<file path="src/rtl/lcdseq_pkg.sv">
// shared types, constants and microcode rom of the lcd bus sequencer
// no dependencies
package lcdseq_pkg;

    localparam int PC_W   = 6;
    localparam int HOLD_W = 15;

    typedef logic [PC_W-1:0] t_pc;

    // command codes
    typedef enum logic [1:0] {
        CMD_INIT  = 2'd0,
        CMD_CLEAR = 2'd1,
        CMD_HOME  = 2'd2,
        CMD_WRITE = 2'd3
    } t_cmd;

    // register indexes on the apb port
    typedef enum logic [1:0] {
        REG_FUNCTION = 2'd0,
        REG_DISPLAY  = 2'd1,
        REG_ENTRY    = 2'd2
    } t_reg;

    // byte sources for the data lines
    typedef enum logic [2:0] {
        SRC_ZERO  = 3'd0,
        SRC_FUNC  = 3'd1,
        SRC_DISP  = 3'd2,
        SRC_ENTRY = 3'd3,
        SRC_CLEAR = 3'd4,
        SRC_HOME  = 3'd5,
        SRC_ADDR  = 3'd6,
        SRC_CHAR  = 3'd7
    } t_src;

    // hold time selects
    typedef enum logic [1:0] {
        HOLD_STROBE  = 2'd0,
        HOLD_SHORT   = 2'd1,
        HOLD_LONG    = 2'd2,
        HOLD_POWERUP = 2'd3
    } t_hold;

    localparam logic [7:0] CLEAR_CODE = 8'h01;
    localparam logic [7:0] HOME_CODE  = 8'h02;

    localparam logic [7:0] FUNCTION_RST = 8'h28;
    localparam logic [7:0] DISPLAY_RST  = 8'h0F;
    localparam logic [7:0] ENTRY_RST    = 8'h07;

    localparam logic [HOLD_W-1:0] STROBE_US  = 15'd30;
    localparam logic [HOLD_W-1:0] SHORT_US   = 15'd67;    // 30 + 37
    localparam logic [HOLD_W-1:0] LONG_US    = 15'd2030;  // 30 + 2000
    localparam logic [HOLD_W-1:0] POWERUP_US = 15'd20000;

    // program entry points
    localparam t_pc PC_INIT  = 6'd0;
    localparam t_pc PC_CLEAR = 6'd21;
    localparam t_pc PC_HOME  = 6'd26;
    localparam t_pc PC_WRITE = 6'd31;

    typedef struct packed {
        logic [7:0] function_word;
        logic [7:0] display_word;
        logic [7:0] entry_word;
    } t_cfg;

    typedef struct packed {
        t_src  src;
        logic  nib;       // low nibble moved to the upper lines
        logic  rs;
        logic  en;
        t_hold hold;
        logic  jmp_wide;  // branch to target in eight-bit mode
        t_pc   target;
        logic  last;
    } t_uword;

    typedef struct packed {
        logic   fire;     // load this word into the output register
        t_uword word;
    } t_step;

    function automatic t_uword uw(t_src src, logic nib, logic rs, logic en,
                                  t_hold hold, logic jmp, t_pc tgt, logic last);
        t_uword w;
        w.src      = src;
        w.nib      = nib;
        w.rs       = rs;
        w.en       = en;
        w.hold     = hold;
        w.jmp_wide = jmp;
        w.target   = tgt;
        w.last     = last;
        return w;
    endfunction

    function automatic t_pc entry_pc(t_cmd cmd);
        t_pc pc;
        case (cmd)
            CMD_INIT:  pc = PC_INIT;
            CMD_CLEAR: pc = PC_CLEAR;
            CMD_HOME:  pc = PC_HOME;
            CMD_WRITE: pc = PC_WRITE;
            default:   pc = PC_INIT;
        endcase
        return pc;
    endfunction

    // each byte transfer: strobe high, strobe low (skip nibble pair in
    // eight-bit mode), nibble high, nibble low, closing wait
    function automatic t_uword ucode_rom(t_pc pc);
        t_uword w;
        case (pc)
            // initialise
            6'd0:  w = uw(SRC_ZERO,  1'b0, 1'b0, 1'b0, HOLD_POWERUP, 1'b0, 6'd0,  1'b0);
            6'd1:  w = uw(SRC_FUNC,  1'b0, 1'b0, 1'b1, HOLD_STROBE,  1'b0, 6'd0,  1'b0);
            6'd2:  w = uw(SRC_FUNC,  1'b0, 1'b0, 1'b0, HOLD_STROBE,  1'b1, 6'd5,  1'b0);
            6'd3:  w = uw(SRC_FUNC,  1'b1, 1'b0, 1'b1, HOLD_STROBE,  1'b0, 6'd0,  1'b0);
            6'd4:  w = uw(SRC_FUNC,  1'b1, 1'b0, 1'b0, HOLD_STROBE,  1'b0, 6'd0,  1'b0);
            6'd5:  w = uw(SRC_ZERO,  1'b0, 1'b0, 1'b0, HOLD_SHORT,   1'b0, 6'd0,  1'b0);
            6'd6:  w = uw(SRC_DISP,  1'b0, 1'b0, 1'b1, HOLD_STROBE,  1'b0, 6'd0,  1'b0);
            6'd7:  w = uw(SRC_DISP,  1'b0, 1'b0, 1'b0, HOLD_STROBE,  1'b1, 6'd10, 1'b0);
            6'd8:  w = uw(SRC_DISP,  1'b1, 1'b0, 1'b1, HOLD_STROBE,  1'b0, 6'd0,  1'b0);
            6'd9:  w = uw(SRC_DISP,  1'b1, 1'b0, 1'b0, HOLD_STROBE,  1'b0, 6'd0,  1'b0);
            6'd10: w = uw(SRC_ZERO,  1'b0, 1'b0, 1'b0, HOLD_SHORT,   1'b0, 6'd0,  1'b0);
            6'd11: w = uw(SRC_CLEAR, 1'b0, 1'b0, 1'b1, HOLD_STROBE,  1'b0, 6'd0,  1'b0);
            6'd12: w = uw(SRC_CLEAR, 1'b0, 1'b0, 1'b0, HOLD_STROBE,  1'b1, 6'd15, 1'b0);
            6'd13: w = uw(SRC_CLEAR, 1'b1, 1'b0, 1'b1, HOLD_STROBE,  1'b0, 6'd0,  1'b0);
            6'd14: w = uw(SRC_CLEAR, 1'b1, 1'b0, 1'b0, HOLD_STROBE,  1'b0, 6'd0,  1'b0);
            6'd15: w = uw(SRC_ZERO,  1'b0, 1'b0, 1'b0, HOLD_LONG,    1'b0, 6'd0,  1'b0);
            6'd16: w = uw(SRC_ENTRY, 1'b0, 1'b0, 1'b1, HOLD_STROBE,  1'b0, 6'd0,  1'b0);
            6'd17: w = uw(SRC_ENTRY, 1'b0, 1'b0, 1'b0, HOLD_STROBE,  1'b1, 6'd20, 1'b0);
            6'd18: w = uw(SRC_ENTRY, 1'b1, 1'b0, 1'b1, HOLD_STROBE,  1'b0, 6'd0,  1'b0);
            6'd19: w = uw(SRC_ENTRY, 1'b1, 1'b0, 1'b0, HOLD_STROBE,  1'b0, 6'd0,  1'b0);
            6'd20: w = uw(SRC_ZERO,  1'b0, 1'b0, 1'b0, HOLD_SHORT,   1'b0, 6'd0,  1'b1);
            // clear display
            6'd21: w = uw(SRC_CLEAR, 1'b0, 1'b0, 1'b1, HOLD_STROBE,  1'b0, 6'd0,  1'b0);
            6'd22: w = uw(SRC_CLEAR, 1'b0, 1'b0, 1'b0, HOLD_STROBE,  1'b1, 6'd25, 1'b0);
            6'd23: w = uw(SRC_CLEAR, 1'b1, 1'b0, 1'b1, HOLD_STROBE,  1'b0, 6'd0,  1'b0);
            6'd24: w = uw(SRC_CLEAR, 1'b1, 1'b0, 1'b0, HOLD_STROBE,  1'b0, 6'd0,  1'b0);
            6'd25: w = uw(SRC_ZERO,  1'b0, 1'b0, 1'b0, HOLD_LONG,    1'b0, 6'd0,  1'b1);
            // return home
            6'd26: w = uw(SRC_HOME,  1'b0, 1'b0, 1'b1, HOLD_STROBE,  1'b0, 6'd0,  1'b0);
            6'd27: w = uw(SRC_HOME,  1'b0, 1'b0, 1'b0, HOLD_STROBE,  1'b1, 6'd30, 1'b0);
            6'd28: w = uw(SRC_HOME,  1'b1, 1'b0, 1'b1, HOLD_STROBE,  1'b0, 6'd0,  1'b0);
            6'd29: w = uw(SRC_HOME,  1'b1, 1'b0, 1'b0, HOLD_STROBE,  1'b0, 6'd0,  1'b0);
            6'd30: w = uw(SRC_ZERO,  1'b0, 1'b0, 1'b0, HOLD_LONG,    1'b0, 6'd0,  1'b1);
            // write character: address instruction, then data
            6'd31: w = uw(SRC_ADDR,  1'b0, 1'b0, 1'b1, HOLD_STROBE,  1'b0, 6'd0,  1'b0);
            6'd32: w = uw(SRC_ADDR,  1'b0, 1'b0, 1'b0, HOLD_STROBE,  1'b1, 6'd35, 1'b0);
            6'd33: w = uw(SRC_ADDR,  1'b1, 1'b0, 1'b1, HOLD_STROBE,  1'b0, 6'd0,  1'b0);
            6'd34: w = uw(SRC_ADDR,  1'b1, 1'b0, 1'b0, HOLD_STROBE,  1'b0, 6'd0,  1'b0);
            6'd35: w = uw(SRC_ZERO,  1'b0, 1'b0, 1'b0, HOLD_SHORT,   1'b0, 6'd0,  1'b0);
            6'd36: w = uw(SRC_CHAR,  1'b0, 1'b1, 1'b1, HOLD_STROBE,  1'b0, 6'd0,  1'b0);
            6'd37: w = uw(SRC_CHAR,  1'b0, 1'b1, 1'b0, HOLD_STROBE,  1'b1, 6'd40, 1'b0);
            6'd38: w = uw(SRC_CHAR,  1'b1, 1'b1, 1'b1, HOLD_STROBE,  1'b0, 6'd0,  1'b0);
            6'd39: w = uw(SRC_CHAR,  1'b1, 1'b1, 1'b0, HOLD_STROBE,  1'b0, 6'd0,  1'b0);
            6'd40: w = uw(SRC_ZERO,  1'b0, 1'b1, 1'b0, HOLD_SHORT,   1'b0, 6'd0,  1'b1);
            default: w = uw(SRC_ZERO, 1'b0, 1'b0, 1'b0, HOLD_STROBE, 1'b0, 6'd0,  1'b1);
        endcase
        return w;
    endfunction

endpackage

</file>
<file path="src/rtl/char_lcd_bus_sequencer.sv">
// top level of the character-lcd bus sequencer
// depends on lcdseq_pkg, lcdseq_cfg, lcdseq_ucode, lcdseq_dpath
//
//  channel   direction  handshake                   payload
//  command   in         i_in_valid / o_in_stall     i_command, i_character, i_position
//  phase     out        o_out_valid / i_out_stall   o_data_bus, o_reg_select, o_read_write,
//                                                   o_enable, o_hold_us, o_last
//  config    in         apb psel/penable/pready     paddr, pwdata, prdata
//
// an accepted command runs from the microcode rom, one bus phase per cycle
// while the output register is not stalled: 21 phases for initialise in
// four-bit mode (13 in eight-bit), 5 (3) for clear or home, 10 (6) for a character write
// the next command is taken the cycle after the last phase enters the output
// register; a stalled output register freezes the step counter
// synchronous active-low reset clears the sequencer and loads register defaults
module char_lcd_bus_sequencer (
    input  logic                      i_clk,
    input  logic                      i_rst_n,
    // command channel
    input  logic                      i_in_valid,
    output logic                      o_in_stall,
    input  logic [1:0]                i_command,
    input  logic [7:0]                i_character,
    input  logic [6:0]                i_position,
    // phase channel
    output logic                      o_out_valid,
    input  logic                      i_out_stall,
    output logic [7:0]                o_data_bus,
    output logic                      o_reg_select,
    output logic                      o_read_write,
    output logic                      o_enable,
    output logic [lcdseq_pkg::HOLD_W-1:0] o_hold_us,
    output logic                      o_last,
    // register port
    input  logic                      psel,
    input  logic                      penable,
    input  logic                      pwrite,
    input  logic [3:0]                paddr,
    input  logic [31:0]               pwdata,
    output logic [31:0]               prdata,
    output logic                      pready
);
    import lcdseq_pkg::*;

    t_cfg  w_cfg;
    t_step w_step;
    logic  w_busy;
    logic  w_adv;
    logic  w_accept;

    // one command in flight; busy until its last phase is loaded
    assign o_in_stall = w_busy;
    assign w_accept   = i_in_valid && !w_busy;

    lcdseq_cfg u_cfg (
        .i_clk   (i_clk),
        .i_rst_n (i_rst_n),
        .psel    (psel),
        .penable (penable),
        .pwrite  (pwrite),
        .paddr   (paddr),
        .pwdata  (pwdata),
        .prdata  (prdata),
        .pready  (pready),
        .o_cfg   (w_cfg)
    );

    // bit 4 of the function word set means eight-bit transfers: the
    // sequencer branches over the nibble pair of every byte
    lcdseq_ucode u_ucode (
        .i_clk       (i_clk),
        .i_rst_n     (i_rst_n),
        .i_accept    (w_accept),
        .i_cmd       (t_cmd'(i_command)),
        .i_eight_bit (w_cfg.function_word[4]),
        .i_adv       (w_adv),
        .o_busy      (w_busy),
        .o_step      (w_step)
    );

    // datapath picks the byte and hold time and holds the phase for transfer
    lcdseq_dpath u_dpath (
        .i_clk        (i_clk),
        .i_rst_n      (i_rst_n),
        .i_accept     (w_accept),
        .i_character  (i_character),
        .i_position   (i_position),
        .i_cfg        (w_cfg),
        .i_step       (w_step),
        .i_out_stall  (i_out_stall),
        .o_adv        (w_adv),
        .o_out_valid  (o_out_valid),
        .o_data_bus   (o_data_bus),
        .o_reg_select (o_reg_select),
        .o_read_write (o_read_write),
        .o_enable     (o_enable),
        .o_hold_us    (o_hold_us),
        .o_last       (o_last)
    );

endmodule

</file>
<file path="src/rtl/lcdseq_cfg.sv">
// apb register block: function, display and entry-mode words
// depends on lcdseq_pkg
module lcdseq_cfg (
    input  logic               i_clk,
    input  logic               i_rst_n,
    input  logic               psel,
    input  logic               penable,
    input  logic               pwrite,
    input  logic [3:0]         paddr,
    input  logic [31:0]        pwdata,
    output logic [31:0]        prdata,
    output logic               pready,
    output lcdseq_pkg::t_cfg   o_cfg
);
    import lcdseq_pkg::*;

    t_cfg r_cfg;
    t_cfg n_cfg;
    t_reg w_idx;
    logic w_wr;

    assign pready = 1'b1;
    assign w_idx  = t_reg'(paddr[3:2]);
    assign w_wr   = psel && penable && pwrite;

    always_comb begin
        n_cfg = r_cfg;
        if (w_wr) begin
            case (w_idx)
                REG_FUNCTION: n_cfg.function_word = pwdata[7:0];
                REG_DISPLAY:  n_cfg.display_word  = pwdata[7:0];
                REG_ENTRY:    n_cfg.entry_word    = pwdata[7:0];
                default:      n_cfg = r_cfg;
            endcase
        end
    end

    always_ff @(posedge i_clk) begin
        if (!i_rst_n) begin
            r_cfg.function_word <= FUNCTION_RST;
            r_cfg.display_word  <= DISPLAY_RST;
            r_cfg.entry_word    <= ENTRY_RST;
        end else begin
            r_cfg <= n_cfg;
        end
    end

    always_comb begin
        case (w_idx)
            REG_FUNCTION: prdata = {24'd0, r_cfg.function_word};
            REG_DISPLAY:  prdata = {24'd0, r_cfg.display_word};
            REG_ENTRY:    prdata = {24'd0, r_cfg.entry_word};
            default:      prdata = 32'd0;
        endcase
    end

    assign o_cfg = r_cfg;

endmodule

</file>
<file path="src/rtl/lcdseq_ucode.sv">
// microcode sequencer: step counter, busy flag, rom fetch and branch
// depends on lcdseq_pkg
module lcdseq_ucode (
    input  logic                i_clk,
    input  logic                i_rst_n,
    input  logic                i_accept,
    input  lcdseq_pkg::t_cmd    i_cmd,
    input  logic                i_eight_bit,
    input  logic                i_adv,
    output logic                o_busy,
    output lcdseq_pkg::t_step   o_step
);
    import lcdseq_pkg::*;

    logic   r_busy;
    logic   n_busy;
    t_pc    r_pc;
    t_pc    n_pc;
    t_uword w_word;
    logic   w_fire;

    assign w_word = ucode_rom(r_pc);
    assign w_fire = r_busy && i_adv;

    always_comb begin
        n_busy = r_busy;
        n_pc   = r_pc;
        if (i_accept) begin
            n_busy = 1'b1;
            n_pc   = entry_pc(i_cmd);
        end else if (w_fire) begin
            n_busy = !w_word.last;
            n_pc   = (w_word.jmp_wide && i_eight_bit) ? w_word.target : r_pc + 6'd1;
        end
    end

    always_ff @(posedge i_clk) begin
        if (!i_rst_n) begin
            r_busy <= 1'b0;
            r_pc   <= PC_INIT;
        end else begin
            r_busy <= n_busy;
            r_pc   <= n_pc;
        end
    end

    assign o_busy      = r_busy;
    assign o_step.fire = w_fire;
    assign o_step.word = w_word;

endmodule

</file>
<file path="src/rtl/lcdseq_dpath.sv">
// datapath: operand latch, byte and hold selection, output register
// depends on lcdseq_pkg
module lcdseq_dpath (
    input  logic                     i_clk,
    input  logic                     i_rst_n,
    input  logic                     i_accept,
    input  logic [7:0]               i_character,
    input  logic [6:0]               i_position,
    input  lcdseq_pkg::t_cfg         i_cfg,
    input  lcdseq_pkg::t_step        i_step,
    input  logic                     i_out_stall,
    output logic                     o_adv,
    output logic                     o_out_valid,
    output logic [7:0]               o_data_bus,
    output logic                     o_reg_select,
    output logic                     o_read_write,
    output logic                     o_enable,
    output logic [lcdseq_pkg::HOLD_W-1:0] o_hold_us,
    output logic                     o_last
);
    import lcdseq_pkg::*;

    logic [7:0]        r_char;
    logic [6:0]        r_pos;
    logic              r_valid;
    logic              n_valid;
    logic [7:0]        r_data;
    logic              r_rs;
    logic              r_en;
    logic [HOLD_W-1:0] r_hold;
    logic              r_last;
    logic [7:0]        w_byte;
    logic [7:0]        w_lanes;
    logic [HOLD_W-1:0] w_hold;

    always_comb begin
        case (i_step.word.src)
            SRC_ZERO:  w_byte = 8'd0;
            SRC_FUNC:  w_byte = i_cfg.function_word;
            SRC_DISP:  w_byte = i_cfg.display_word;
            SRC_ENTRY: w_byte = i_cfg.entry_word;
            SRC_CLEAR: w_byte = CLEAR_CODE;
            SRC_HOME:  w_byte = HOME_CODE;
            SRC_ADDR:  w_byte = {1'b1, r_pos};
            SRC_CHAR:  w_byte = r_char;
            default:   w_byte = 8'd0;
        endcase
    end

    assign w_lanes = i_step.word.nib ? {w_byte[3:0], 4'd0} : w_byte;

    always_comb begin
        case (i_step.word.hold)
            HOLD_STROBE:  w_hold = STROBE_US;
            HOLD_SHORT:   w_hold = SHORT_US;
            HOLD_LONG:    w_hold = LONG_US;
            HOLD_POWERUP: w_hold = POWERUP_US;
            default:      w_hold = STROBE_US;
        endcase
    end

    assign o_adv   = !r_valid || !i_out_stall;
    assign n_valid = i_step.fire ? 1'b1 : (r_valid && i_out_stall);

    always_ff @(posedge i_clk) begin
        if (!i_rst_n) begin
            r_valid <= 1'b0;
        end else begin
            r_valid <= n_valid;
        end
    end

    always_ff @(posedge i_clk) begin
        if (i_accept) begin
            r_char <= i_character;
            r_pos  <= i_position;
        end
        if (i_step.fire) begin
            r_data <= w_lanes;
            r_rs   <= i_step.word.rs;
            r_en   <= i_step.word.en;
            r_hold <= w_hold;
            r_last <= i_step.word.last;
        end
    end

    assign o_out_valid  = r_valid;
    assign o_data_bus   = r_data;
    assign o_reg_select = r_rs;
    assign o_read_write = 1'b0;
    assign o_enable     = r_en;
    assign o_hold_us    = r_hold;
    assign o_last       = r_last;

endmodule

</file>
<file path="config.mk">
export PLATFORM = sky130hd
export DESIGN_NAME = char_lcd_bus_sequencer
export DESIGN_NICKNAME = d
export VERILOG_FILES = /design/src/rtl/lcdseq_pkg.sv /design/src/rtl/char_lcd_bus_sequencer.sv /design/src/rtl/lcdseq_cfg.sv /design/src/rtl/lcdseq_ucode.sv /design/src/rtl/lcdseq_dpath.sv
export SDC_FILE = /design/constraint.sdc
export NUM_CORES = 1
export LEC_CHECK = 0
export BUFFER_PORTS_ARGS = -buffer_cell sky130_fd_sc_hd__buf_2
export CORE_MARGIN = 2
export CORE_UTILIZATION = 56
export CTS_CLUSTER_DIAMETER = 120
export DETAILED_ROUTE_END_ITERATION = 7
export GPL_ROUTABILITY_DRIVEN = 0
export PLACE_DENSITY = 0.84
export SYNTH_ARGS = -nofsm -noshare
export SYNTH_HDL_FRONTEND = slang
export SYNTH_SLANG_ARGS = --single-unit
</file>
<file path="constraint.sdc">
create_clock -name i_clk -period 7.3 [get_ports i_clk]
set_clock_uncertainty 0.1 [all_clocks]
set_input_delay 1.46 -clock i_clk [delete_from_list [all_inputs] [get_ports i_clk]]
set_output_delay 1.46 -clock i_clk [all_outputs]
set_load 0.005 [all_outputs]
</file>
==> metrics.log, run 1 <==
[metrics] run status: complete, no violations
[metrics] IO Count: 122
[metrics] worst vdd rail ir drop: 112.4 uV
[metrics] share of layout cells above drive strength 1: 21.68%
[metrics] total number of placement rows: 33
[metrics] RSZ-0062 raised after global routing: no
[metrics] DR DRC count: 0
[metrics] vertical die dimension: 94.58 um
[metrics] required time of the critical path: 5.74 ns
[metrics] internal power contribution: 0.7992 mW
[metrics] count of flip-flops with a built-in enable after synthesis: 34
[metrics] first-pass GRT wire length: 17.43 mm
[metrics] register area share after synthesis: 43.14%
[metrics] number of sinks driven by the clock tree: 82
[metrics] Total Die Area: 0.008944 mm^2
[metrics] Post-Synthesis Cells: 492
[metrics] post-route minimum period: 4.330 ns
[metrics] initial core utilization: 56.77%
[metrics] final count of negative-setup-slack endpoints: 0
[metrics] Min-Delay Path Class: reg2reg
[metrics] Max Buffers Root-to-Sink: 2
[metrics] leak pwr: 2.175 nW
[metrics] All-Layer GR Usage: 25.20%
[metrics] Critical Path AT: 2.77 ns
[metrics] H-tree depth: 3
[metrics] Port Buf Inserts: 67
[metrics] clock-pin slew reported for the worst setup and hold paths after clock tree synthesis: 0.08 ns
[metrics] number of antenna violations at the first check in global routing: 0
[metrics] setup fix buffers added after clock tree synthesis: 0
[metrics] reported net switching power: 0.3297 mW
[metrics] CTS tree: built
[metrics] distinct cell type count of the synthesized netlist: 72
[metrics] remaining antenna violation count after routing: 0
[metrics] count of final max-slew check failures: 0
[metrics] Worst setup SP type: input port
[metrics] die span in x: 94.58 um
[metrics] switching power as a share of total power: 29.20%
[metrics] Final Routed Wirelength: 11.05 mm
[metrics] maximum capacitance violations: 0
[metrics] pin count of the biggest net entering global routing: 26
[metrics] ratio of final minimum period to clock period: 59.31%
[metrics] synthesis-stage register bit count: 82
[metrics] number of iterations in the first detailed-routing pass: 6
[metrics] post-synthesis instance area: 0.004594 mm^2
[metrics] CP Cell Sequence: buf_2 -> nor2b_1 -> nand2_1 -> o21ai_0 -> buf_2
[metrics] number of buffers inserted by hold repair at cts: 0
[metrics] Avg Vias per Cell: 5.954
[metrics] Inserted Clock Buffers: 9
[metrics] Diodes inserted: 0
[metrics] fmax: 231.0 MHz
[metrics] worst skew pair latency: 0.35 ns
[metrics] cell with the most instances on the worst path: sky130_fd_sc_hd__buf_2
[metrics] vias in the first global route: 3,597
[metrics] detailed placement HPWL: 7.749 mm
[metrics] combinational fraction of design power: 18.9%
[metrics] clock root buffer master: sky130_fd_sc_hd__clkbuf_8
[metrics] count of vias placed by the detailed router: 3,894
[metrics] maximum single-stage delay on the critical path: 0.59 ns
[metrics] TNS Setup: 0 ns
[metrics] Core ar.: 0.008093 mm^2
[metrics] number of gates resized after cts: 0
[metrics] share of total power in sequential cells: 48.5%
[metrics] final count of hold timing violations: 0
[metrics] relative area change from synthesis to final layout: 10.02%
[metrics] synthesized area divided by synthesized cell count: 9.338 um^2
[metrics] Crit. End Element: output port
[metrics] worst slew margin relative to its limit: 30.83%
[metrics] final layout net count: 620
[metrics] register-to-register setup slack: 3.80 ns
[metrics] final hold slack: 0.3157 ns
[metrics] areal power density over the cells: 223.3 mW/mm^2
[metrics] commonest register cell after synthesis: sky130_fd_sc_hd__dfxtp_1
[metrics] FFs w/ async S/R, synth: 0%
[metrics] YS warnings: 0
[metrics] worst slew pin tran: 1.035 ns
[metrics] grt ovf: 0
[metrics] cell with the biggest individual delay on the critical path: sky130_fd_sc_hd__nor2b_1
[metrics] largest fanout of any net on the critical path: 20
[metrics] type of the setup path with the least slack: in2out
[metrics] DR WL/cell: 16.89 um
[metrics] number of DRC markers in iteration 0: 335
[metrics] clock network fraction of total power: 32.5%
## sequential cells by signal, summed over array words and instances (netlist names)
name	cells
u_dpath.o_last	1
u_dpath.o_reg_select	1
u_ucode.w_word	16
u_dpath.o_hold_us	8
u_dpath.o_out_valid	1
u_cfg.o_cfg	24
u_dpath.o_enable	1
u_dpath.r_char	8
u_dpath.o_data_bus	8
u_dpath.r_pos	7
u_ucode.r_pc	6
u_ucode.o_busy	1
## cell type report
class	count	area [um^2]
fillers	684	3038
multi-input cells	365	2303
flip-flops and latches	82	1982
repair buffers	68	342.8
well taps	105	131.4
clock buffers	9	123.9
clock inverters	7	101.3
inverters	18	70.07
## worst max-delay path: cells and delay by family
kind / cells / cell delay, ns
compound gates: 1 / 0.16
buf+inv: 2 / 0.43
simple gates: 2 / 0.72
## power groups by stage
stage / Clock (mW) / Combinational [mW] / Sequential, mW
floorplan: 0 / 0.172 / 0.541
global placement: 0 / 0.201 / 0.556
detailed placement: 0 / 0.208 / 0.558
CTS: 0.371 / 0.209 / 0.548
global route: 0.392 / 0.236 / 0.553
finish: 0.367 / 0.214 / 0.548
## cells in the mapped netlist (4+ instances only)
cell type | n | area (um^2)
sky130_fd_sc_hd__nor2b_1 | 8 | 50.05
sky130_fd_sc_hd__nor3_1 | 8 | 40.04
sky130_fd_sc_hd__ha_1 | 16 | 200.2
sky130_fd_sc_hd__nand2_1 | 67 | 251.5
sky130_fd_sc_hd__a22oi_1 | 7 | 52.55
sky130_fd_sc_hd__and3_1 | 4 | 25.02
sky130_fd_sc_hd__inv_1 | 14 | 52.55
sky130_fd_sc_hd__o21ai_0 | 19 | 95.09
sky130_fd_sc_hd__o211ai_1 | 5 | 37.54
sky130_fd_sc_hd__buf_4 | 34 | 255.2
sky130_fd_sc_hd__o21a_1 | 5 | 37.54
sky130_fd_sc_hd__a22o_1 | 6 | 52.55
sky130_fd_sc_hd__a21oi_1 | 28 | 140.1
sky130_fd_sc_hd__a211oi_1 | 5 | 37.54
sky130_fd_sc_hd__edfxtp_1 | 34 | 1021
sky130_fd_sc_hd__and2_1 | 4 | 25.02
sky130_fd_sc_hd__or2_2 | 5 | 31.28
sky130_fd_sc_hd__mux2_2 | 8 | 90.09
sky130_fd_sc_hd__nor2_1 | 30 | 112.6
sky130_fd_sc_hd__clkbuf_1 | 16 | 60.06
sky130_fd_sc_hd__o22ai_1 | 6 | 37.54
sky130_fd_sc_hd__nand3_1 | 25 | 125.1
sky130_fd_sc_hd__mux2i_1 | 23 | 230.2
sky130_fd_sc_hd__dfxtp_1 | 48 | 960.9
## cell usage in the layout, fill, tap and decap left out, types with 6 or more instances in the layout
cell type / count
sky130_fd_sc_hd__a21oi_1: 28
sky130_fd_sc_hd__a22o_1: 6
sky130_fd_sc_hd__a22oi_1: 7
sky130_fd_sc_hd__buf_2: 67
sky130_fd_sc_hd__clkbuf_8: 9
sky130_fd_sc_hd__conb_1: 28
sky130_fd_sc_hd__dfxtp_1: 48
sky130_fd_sc_hd__edfxtp_1: 34
sky130_fd_sc_hd__ha_1: 16
sky130_fd_sc_hd__inv_1: 14
sky130_fd_sc_hd__mux2_2: 8
sky130_fd_sc_hd__mux2i_1: 23
sky130_fd_sc_hd__nand2_1: 67
sky130_fd_sc_hd__nand3_1: 25
sky130_fd_sc_hd__nor2_1: 30
sky130_fd_sc_hd__nor2b_1: 8
sky130_fd_sc_hd__nor3_1: 8
sky130_fd_sc_hd__o21ai_0: 19
sky130_fd_sc_hd__o22ai_1: 6
## per-stage QoR
| stage | cell area (um^2) | util, % | std cells | setup WS, ns | total power [mW] |
|---|---|---|---|---|---|
| floorplan | 4692 | - | 518 | 3.212 | 0.7123 |
| global route | 5055 | 62.46 | 654 | 2.861 | 1.181 |
| global placement | 4830 | 59.68 | 638 | 2.966 | 0.7565 |
| CTS | 5055 | 62.46 | 654 | 2.995 | 1.128 |
| detailed placement | 4830 | 59.68 | 638 | 2.921 | 0.7658 |
| finish | 5055 | 62.46 | 654 | 2.970 | 1.129 |
## routing by layer
layer	global-route usage (%)	vias to the layer above	wire, um
met5	0	-	0
met4	11.84	0	363
met3	5.746	50	908
met2	41.67	227	5458
met1	31.29	1812	4316
li1	-	1805	-
## kinds of logic after synthesis
| logic type | Yosys count | share of synthesized area (%) |
|---|---|---|
| AO/OA/AOI/OAI | 109 | 16.39 |
| XOR/XNOR | 2 | 0.3813 |
| adder cells (fa/ha/maj) | 16 | 4.357 |
| buffers and inverters | 71 | 8.851 |
| flip-flops | 82 | 43.14 |
| multiplexers | 33 | 7.789 |
| other | 2 | 0.1635 |
| AND/OR/NAND/NOR | 177 | 18.93 |
## path summary, 6_finish.rpt
kind / startpoint / to / cells after the start
max: paddr[2] / prdata[0] / 5
min reg2reg: u_ucode.w_word[10] / u_dpath.o_enable / 0
max reg2reg: u_ucode.o_busy / u_ucode.w_word[13] / 9
min: u_ucode.w_word[10] / u_dpath.o_enable / 0
No activity file was read; power rests on OpenSTA's default activity.
==> inputs of run 2 (changes only) <==
CORE_UTILIZATION = 48   (was 56)
PLACE_DENSITY = 0.77   (was 0.84)
clock period = 3.8 ns   (was 7.3 ns; I/O delays follow)
==> metrics.log, run 2 (synthesis gave the netlist of run 1 again) <==
[metrics] initial core utilization: 49.49% (was 56.77%)
[metrics] DR WL/cell: 16.35 um (was 16.89 um)
[metrics] All-Layer GR Usage: 21.63% (was 25.20%)
[metrics] worst hold path stage count: 0 (unchanged)
[metrics] count of final max-slew check failures: 0 (unchanged)
[metrics] remaining antenna violation count after routing: 0 (unchanged)
[metrics] filler instances: 843 (was 684)
[metrics] Port Buf Inserts: 67 (unchanged)
[metrics] areal power density over the cells: 412.3 mW/mm^2 (was 223.3 mW/mm^2)
[metrics] Core ar.: 0.009284 mm^2 (was 0.008093 mm^2)
[metrics] clock-pin slew reported for the worst setup and hold paths after clock tree synthesis: 0.09 ns (was 0.08 ns)
[metrics] Max Buffers Root-to-Sink: 2 (unchanged)
[metrics] detailed placement HPWL: 8.051 mm (was 7.749 mm)
[metrics] total number of placement rows: 35 (was 33)
[metrics] worst vdd rail ir drop: 240.5 uV (was 112.4 uV)
[metrics] number of buffers inserted by hold repair at cts: 0 (unchanged)
[metrics] Inserted Clock Buffers: 9 (unchanged)
[metrics] TNS Setup: 0 ns (unchanged)
[metrics] Crit. End Element: flop (was output port)
[metrics] final count of negative-setup-slack endpoints: 0 (unchanged)
[metrics] CTS tree: built (unchanged)
[metrics] type of the setup path with the least slack: reg2reg (was in2out)
[metrics] Worst Reg2Reg Path Length in Cells: 9 (unchanged)
[metrics] grt ovf: 0 (unchanged)
[metrics] Final Routed Wirelength: 11.15 mm (was 11.05 mm)
[metrics] HP Start: u_ucode.w_word[10] (unchanged)
[metrics] vias in the first global route: 3,668 (was 3,597)
[metrics] count of vias placed by the detailed router: 3,855 (was 3,894)
[metrics] number of DRC markers in iteration 0: 252 (was 335)
[metrics] final layout net count: 624 (was 620)
[metrics] first-pass GRT wire length: 17.48 mm (was 17.43 mm)
[metrics] number of sinks driven by the clock tree: 82 (unchanged)
[metrics] post-route minimum period: 3.050 ns
[metrics] Critical Path AT: 3.20 ns (was 2.77 ns)
[metrics] clock root buffer master: sky130_fd_sc_hd__clkbuf_8 (unchanged)
[metrics] number of antenna violations at the first check in global routing: 0 (unchanged)
[metrics] Worst setup SP type: flop (was input port)
[metrics] total power: 2.099 mW (was 1.129 mW)
[metrics] Min-Delay Path Class: reg2reg (unchanged)
[metrics] worst skew pair latency: 0.35 ns (about the same)
[metrics] DR DRC count: 0 (unchanged)
[metrics] most used cells in the layout excluding fill and tap cells: sky130_fd_sc_hd__nand2_1 (67), sky130_fd_sc_hd__buf_2 (67), sky130_fd_sc_hd__dfxtp_1 (48) (unchanged)
[metrics] H-tree depth: 3 (unchanged)
[metrics] Non-Filler Cell Area, Final: 0.005091 mm^2 (was 0.005055 mm^2)
[metrics] beginning of the worst register-to-register path: u_ucode.o_busy (unchanged)
[metrics] fmax: 327.9 MHz
[metrics] endpoint of the worst register-to-register path: u_ucode.w_word[10] (was u_ucode.w_word[13])
[metrics] setup fix buffers added after clock tree synthesis: 0 (unchanged)
[metrics] vertical die dimension: 101.8 um (was 94.58 um)
[metrics] Avg Vias per Cell: 5.652 (was 5.954)
[metrics] flip-flop count of the largest register after layout: 24 (unchanged)
[metrics] number of gates resized after cts: 0 (unchanged)
[metrics] maximum capacitance violations: 0 (unchanged)
[metrics] largest fanout of any net on the critical path: 19 (was 20)
[metrics] register-to-register setup slack: 0.75 ns (was 3.80 ns)
[metrics] worst slew margin relative to its limit: 30.71% (was 30.83%)
[metrics] Total Die Area: 0.01037 mm^2 (was 0.008944 mm^2)
[metrics] Diodes inserted: 0 (unchanged)
[metrics] worst hold endpoint: u_dpath.o_enable (unchanged)
[metrics] relative area change from synthesis to final layout: 10.81% (was 10.02%)
[metrics] die span in x: 101.8 um (was 94.58 um)
[metrics] pin count of the biggest net entering global routing: 24 (was 26)
[metrics] leak pwr: 2.185 nW (was 2.175 nW)
[metrics] number of iterations in the first detailed-routing pass: 5 (was 6)
[metrics] ratio of final minimum period to clock period: 80.26%
[metrics] IO Count: 122 (unchanged)
[metrics] RSZ-0062 raised after global routing: no (unchanged)
[metrics] required time of the critical path: 3.95 ns (was 5.74 ns)
[metrics] share of layout cells above drive strength 1: 22.24% (was 21.68%)
[metrics] run status: complete, no violations (unchanged)
[metrics] final count of hold timing violations: 0 (unchanged)
[metrics] placement-stage cell area: 0.004890 mm^2 (was 0.004830 mm^2)
[metrics] worst slew pin tran: 1.037 ns (was 1.035 ns)
## run 2: changes by cell type in the layout (fill, tap and decap cells not counted), sizes merged
cell,previous run,this run
bufinv,2,1
buf,68,72
inv,19,20
## run 2: layout make-up
class                      count  area (um^2)  share of cell area [%]
clock inverter                 7        77.57                   1.524
timing repair buffer          72        372.9                   7.324
multi-input combinational    365         2303                   45.24
clock buffer                   9        123.9                   2.433
sequential                    82         1982                   38.93
inverter                      18        70.07                   1.376
tap                          129        161.4                   3.170
## run 2: layer usage
| metal | GRT usage, % | vias to the layer above | wire length (um) |
|---|---|---|---|
| met5 | 0 | - | 0 |
| met4 | 8.410 | 0 | 309 |
| met3 | 5.335 | 32 | 682 |
| met2 | 37.50 | 172 | 5552 |
| met1 | 25.93 | 1830 | 4607 |
| li1 | - | 1821 | - |
## run 2: power breakdown
group | switching [mW] | internal [mW] | leakage (nW)
clock | 0.325 | 0.309 | 0.100
sequential | 0.0600 | 0.992 | 0.720
combinational | 0.242 | 0.171 | 1.36
## run 2: per-stage QoR
stage                     util [%]  hold WS [ns]  cells  setup slack [ns]
after global routing         54.84        0.3238    682            0.5696
final                        54.84        0.3182    682            0.7501
after detailed placement     52.67        0.2943    666            0.4647
after CTS                    54.84        0.3185    682            0.7479
after floorplan                  -        0.2855    518            0.4121
after global placement       52.67        0.2934    666            0.4628
## run 2: worst max path at each step
stage,start,endpoint,slack [ns],cells past startpoint
2_1_floorplan,i_in_valid,u_ucode.w_word[10],0.41,9
3_3_place_gp,i_in_valid,u_ucode.w_word[10],0.46,10
3_5_place_dp,i_in_valid,u_ucode.w_word[10],0.46,10
4_1_cts,u_ucode.o_busy,u_ucode.w_word[10],0.75,9
5_1_grt,u_ucode.o_busy,u_ucode.w_word[10],0.57,9
6_report,u_ucode.o_busy,u_ucode.w_word[10],0.75,9
## run 2: critical path, stage by stage (launching register included)
cell                       delay, ns
sky130_fd_sc_hd__dfxtp_1        0.51
sky130_fd_sc_hd__nand2b_4       0.23
sky130_fd_sc_hd__inv_4          0.11
sky130_fd_sc_hd__a22o_1         0.27
sky130_fd_sc_hd__o31ai_1        0.31
sky130_fd_sc_hd__inv_1          0.21
sky130_fd_sc_hd__ha_1           0.28
sky130_fd_sc_hd__and3_4         0.18
sky130_fd_sc_hd__or4_1          0.52
sky130_fd_sc_hd__a31o_1         0.24
==> inputs of run 3 (changes only) <==
ABC_AREA = 1   (was unset)
CORE_UTILIZATION = 53   (was 48)
PLACE_DENSITY = 0.81   (was 0.77)
clock period = 2.97 ns   (was 3.8 ns; I/O delays follow)
==> metrics.log, run 3 <==
[metrics] CTS tree: built (unchanged)
[metrics] cell with the most instances on the worst path: sky130_fd_sc_hd__nand2_1
[metrics] YS warnings: 0 (unchanged)
[metrics] number of gates resized after cts: 0 (unchanged)
[metrics] number of buffers inserted by hold repair at cts: 0 (unchanged)
[metrics] Total Die Area: 0.009112 mm^2 (was 0.01037 mm^2)
[metrics] Max Buffers Root-to-Sink: 2 (unchanged)
[metrics] grt ovf: 0 (unchanged)
[metrics] final count of hold timing violations: 0 (unchanged)
[metrics] post-route minimum period: 2.415 ns (was 3.050 ns)
[metrics] All-Layer GR Usage: 24.22% (was 21.63%)
[metrics] register-to-register setup slack: 0.55 ns (was 0.75 ns)
[metrics] FFs w/ async S/R, synth: 0% (unchanged)
[metrics] largest area contributor in the netlist: sky130_fd_sc_hd__edfxtp_1 (unchanged)
[metrics] pin count of the biggest net entering global routing: 28 (was 24)
[metrics] setup fix buffers added after clock tree synthesis: 0 (unchanged)
[metrics] total number of placement rows: 33 (was 35)
[metrics] number of iterations in the first detailed-routing pass: 6 (was 5)
[metrics] ratio of final minimum period to clock period: 81.33% (was 80.26%)
[metrics] Crit. End Element: flop (unchanged)
[metrics] share of total power in sequential cells: 51.7% (was 50.1%)
[metrics] initial core utilization: 54.22% (was 49.49%)
[metrics] worst skew pair latency: 0.35 ns (about the same)
[metrics] required time of the critical path: 3.11 ns (was 3.95 ns)
[metrics] worst vdd rail ir drop: 195.8 uV (was 240.5 uV)
[metrics] fmax: 414.0 MHz (was 327.9 MHz)
[metrics] maximum capacitance violations: 0 (unchanged)
[metrics] number of DRC markers in iteration 0: 502 (was 252)
[metrics] distinct cell type count of the synthesized netlist: 41 (was 72)
[metrics] worst slew pin tran: 0.8509 ns (was 1.037 ns)
[metrics] post-synthesis instance area: 0.004433 mm^2 (was 0.004594 mm^2)
[metrics] leading cell type by number of instances after synthesis: sky130_fd_sc_hd__nand2_1 (unchanged)
[metrics] clock network fraction of total power: 27.8% (was 30.2%)
[metrics] Post-Synthesis Cells: 549 (was 492)
[metrics] reported net switching power: 0.7815 mW (was 0.6270 mW)
[metrics] count of flip-flops with a built-in enable after synthesis: 34 (unchanged)
[metrics] Synth top cells by count: sky130_fd_sc_hd__nand2_1 (142), sky130_fd_sc_hd__inv_1 (50), sky130_fd_sc_hd__nor2_1 (49) (was sky130_fd_sc_hd__nand2_1 (67), sky130_fd_sc_hd__dfxtp_1 (48), sky130_fd_sc_hd__buf_4 (34), sky130_fd_sc_hd__edfxtp_1 (34), sky130_fd_sc_hd__nor2_1 (30))
[metrics] commonest register cell after synthesis: sky130_fd_sc_hd__dfxtp_1 (unchanged)
[metrics] final core utilization: 59.75% (was 54.84%)
[metrics] number of antenna violations at the first check in global routing: 0 (unchanged)
[metrics] vias in the first global route: 3,594 (was 3,668)
[metrics] type of the setup path with the least slack: reg2reg (unchanged)
[metrics] area share of the largest cell type after synthesis: 23.03% (was 22.22%)
[metrics] most common cell after layout, fill and taps aside: sky130_fd_sc_hd__nand2_1
[metrics] relative area change from synthesis to final layout: 10.19% (was 10.81%)
[metrics] synthesized area divided by synthesized cell count: 8.075 um^2 (was 9.338 um^2)
[metrics] Final Routed Wirelength: 10.39 mm (was 11.15 mm)
[metrics] cell with the biggest individual delay on the critical path: sky130_fd_sc_hd__dfxtp_1 (was sky130_fd_sc_hd__or4_1)
[metrics] Diodes inserted: 0 (unchanged)
[metrics] detailed placement HPWL: 7.568 mm (was 8.051 mm)
[metrics] filler instances: 736 (was 843)
[metrics] flip-flop count of the largest register after layout: 24 (unchanged)
[metrics] DR DRC count: 0 (unchanged)
[metrics] leading post-synthesis cells by cell area: sky130_fd_sc_hd__edfxtp_1 (23%), sky130_fd_sc_hd__dfxtp_1 (22%), sky130_fd_sc_hd__nand2_1 (12%) (was sky130_fd_sc_hd__edfxtp_1 (22%), sky130_fd_sc_hd__dfxtp_1 (21%), sky130_fd_sc_hd__buf_4 (5.6%))
[metrics] first-pass GRT wire length: 16.98 mm (was 17.48 mm)
[metrics] internal power contribution: 1.800 mW (was 1.472 mW)
[metrics] Avg Vias per Cell: 5.377 (was 5.652)
[metrics] switching power as a share of total power: 30.28% (was 29.87%)
[metrics] clock root buffer master: sky130_fd_sc_hd__clkbuf_8 (unchanged)
[metrics] Top delay family on crit path: simple AND/OR/NAND/NOR gates (unchanged)
[metrics] synthesis-stage register bit count: 82 (unchanged)
[metrics] clock-pin slew reported for the worst setup and hold paths after clock tree synthesis: 0.07 ns (was 0.09 ns)
[metrics] Worst setup SP type: flop (unchanged)
[metrics] final layout net count: 692 (was 624)
[metrics] leak pwr: 2.356 nW (was 2.185 nW)
[metrics] Min-Delay Path Class: reg2reg (unchanged)
[metrics] vertical die dimension: 95.46 um (was 101.8 um)
[metrics] share of layout cells above drive strength 1: 18.04% (was 22.24%)
[metrics] combinational fraction of design power: 20.4% (was 19.7%)
[metrics] Core ar.: 0.008175 mm^2 (was 0.009284 mm^2)
[metrics] maximum single-stage delay on the critical path: 0.34 ns (was 0.52 ns)
[metrics] TNS Setup: 0 ns (unchanged)
[metrics] final count of negative-setup-slack endpoints: 0 (unchanged)
[metrics] RSZ-0062 raised after global routing: no (unchanged)
[metrics] Critical Path AT: 2.55 ns (was 3.20 ns)
[metrics] most used cells in the layout excluding fill and tap cells: sky130_fd_sc_hd__nand2_1 (142), sky130_fd_sc_hd__buf_2 (67), sky130_fd_sc_hd__inv_1 (50) (was sky130_fd_sc_hd__nand2_1 (67), sky130_fd_sc_hd__buf_2 (67), sky130_fd_sc_hd__dfxtp_1 (48))
[metrics] largest fanout of any net on the critical path: 10 (was 19)
[metrics] IO Count: 122 (unchanged)
[metrics] register area share after synthesis: 44.71% (was 43.14%)
[metrics] DR WL/cell: 14.31 um (was 16.35 um)
[metrics] H-tree depth: 3 (unchanged)
[metrics] number of sinks driven by the clock tree: 82 (unchanged)
[metrics] remaining antenna violation count after routing: 0 (unchanged)
[metrics] count of final max-slew check failures: 0 (unchanged)
[metrics] run status: complete, no violations (unchanged)
[metrics] number of buffers and inverters on the critical path: 2 (unchanged)
[metrics] die span in x: 95.46 um (was 101.8 um)
[metrics] CP Cell Sequence: inv_2 -> nand2_4 -> o21ai_2 -> nand2_1 -> a21oi_2 -> inv_1 -> ha_1 -> nand3b_1 -> nand2_1 -> nand2_1 -> nand3_1 -> nand2_1 -> nand2_1 -> nand2_1 (was nand2b_4 -> inv_4 -> a22o_1 -> o31ai_1 -> inv_1 -> ha_1 -> and3_4 -> or4_1 -> a31o_1)
[metrics] Inserted Clock Buffers: 9 (unchanged)
[metrics] areal power density over the cells: 528.4 mW/mm^2 (was 412.3 mW/mm^2)
[metrics] worst slew margin relative to its limit: 42.84% (was 30.71%)
[metrics] count of vias placed by the detailed router: 3,904 (was 3,855)
[metrics] Port Buf Inserts: 67 (unchanged)
run 3: cell types whose count changed in the layout (fill, tap and decap cells not counted), sizes merged, moves of 11 or more:
cell / before / now
nand2: 71 / 154
inv: 20 / 56
mux2i: 23 / 0
nand3: 25 / 47
nor2: 31 / 50
a21oi: 28 / 17
o21ai: 20 / 31
run 3: power groups by stage:
stage	registers, mW	clock network, mW	logic, mW
2_1_floorplan	1.35	0	0.387
3_3_place_gp	1.36	0	0.501
3_5_place_dp	1.36	0	0.514
4_1_cts	1.34	0.723	0.518
5_1_grt	1.35	0.771	0.598
6_report	1.34	0.719	0.527
run 3: worst paths after layout:
kind,from,end,cells after the start
max reg2reg,u_ucode.o_busy,u_ucode.w_word[12],14
min,u_ucode.w_word[10],u_dpath.o_enable,0
max,u_ucode.o_busy,u_ucode.w_word[12],14
min reg2reg,u_ucode.w_word[10],u_dpath.o_enable,0
run 3: layout make-up:
cell class,instances,area [um^2],area share [%]
multi-input cells,393,2007,41.09
flip-flops and latches,82,1982,40.57
repair buffers,74,387.9,7.941
inverters,56,210.2,4.303
clock buffers,14,152.6,3.125
well taps,105,131.4,2.690
clock inverters,2,13.76,0.2818
run 3: logic make-up (layout without fill, tap and decap cells):
family | after synthesis | in the layout | synth area share (%)
and+or+nand+nor | 266 | 266 | 26.64
buffers and inverters | 100 | 146 | 12.22
AOI/OAI and AO/OA | 83 | 83 | 11.74
DFF | 82 | 82 | 44.71
adders and majority gates | 16 | 16 | 4.516
other | 2 | 28 | 0.1694
run 3: through the flow:
step	hold slack (ns)	cells	power, mW	setup slack [ns]	instance area [um^2]
2_1_floorplan	0.2855	575	1.739	0.4260	4531
3_3_place_gp	0.2868	710	1.856	0.3160	4718
3_5_place_dp	0.2952	710	1.876	0.2705	4718
4_1_cts	0.3078	726	2.578	0.5929	4885
5_1_grt	0.3071	726	2.716	0.3272	4885
6_report	0.3100	726	2.581	0.5546	4885
run 3: routing by layer:
metal | wire length [um] | GRT usage, %
met5 | 0 | 0
met4 | 180 | 10.00
met3 | 876 | 4.585
met2 | 4941 | 39.79
met1 | 4393 | 31.41
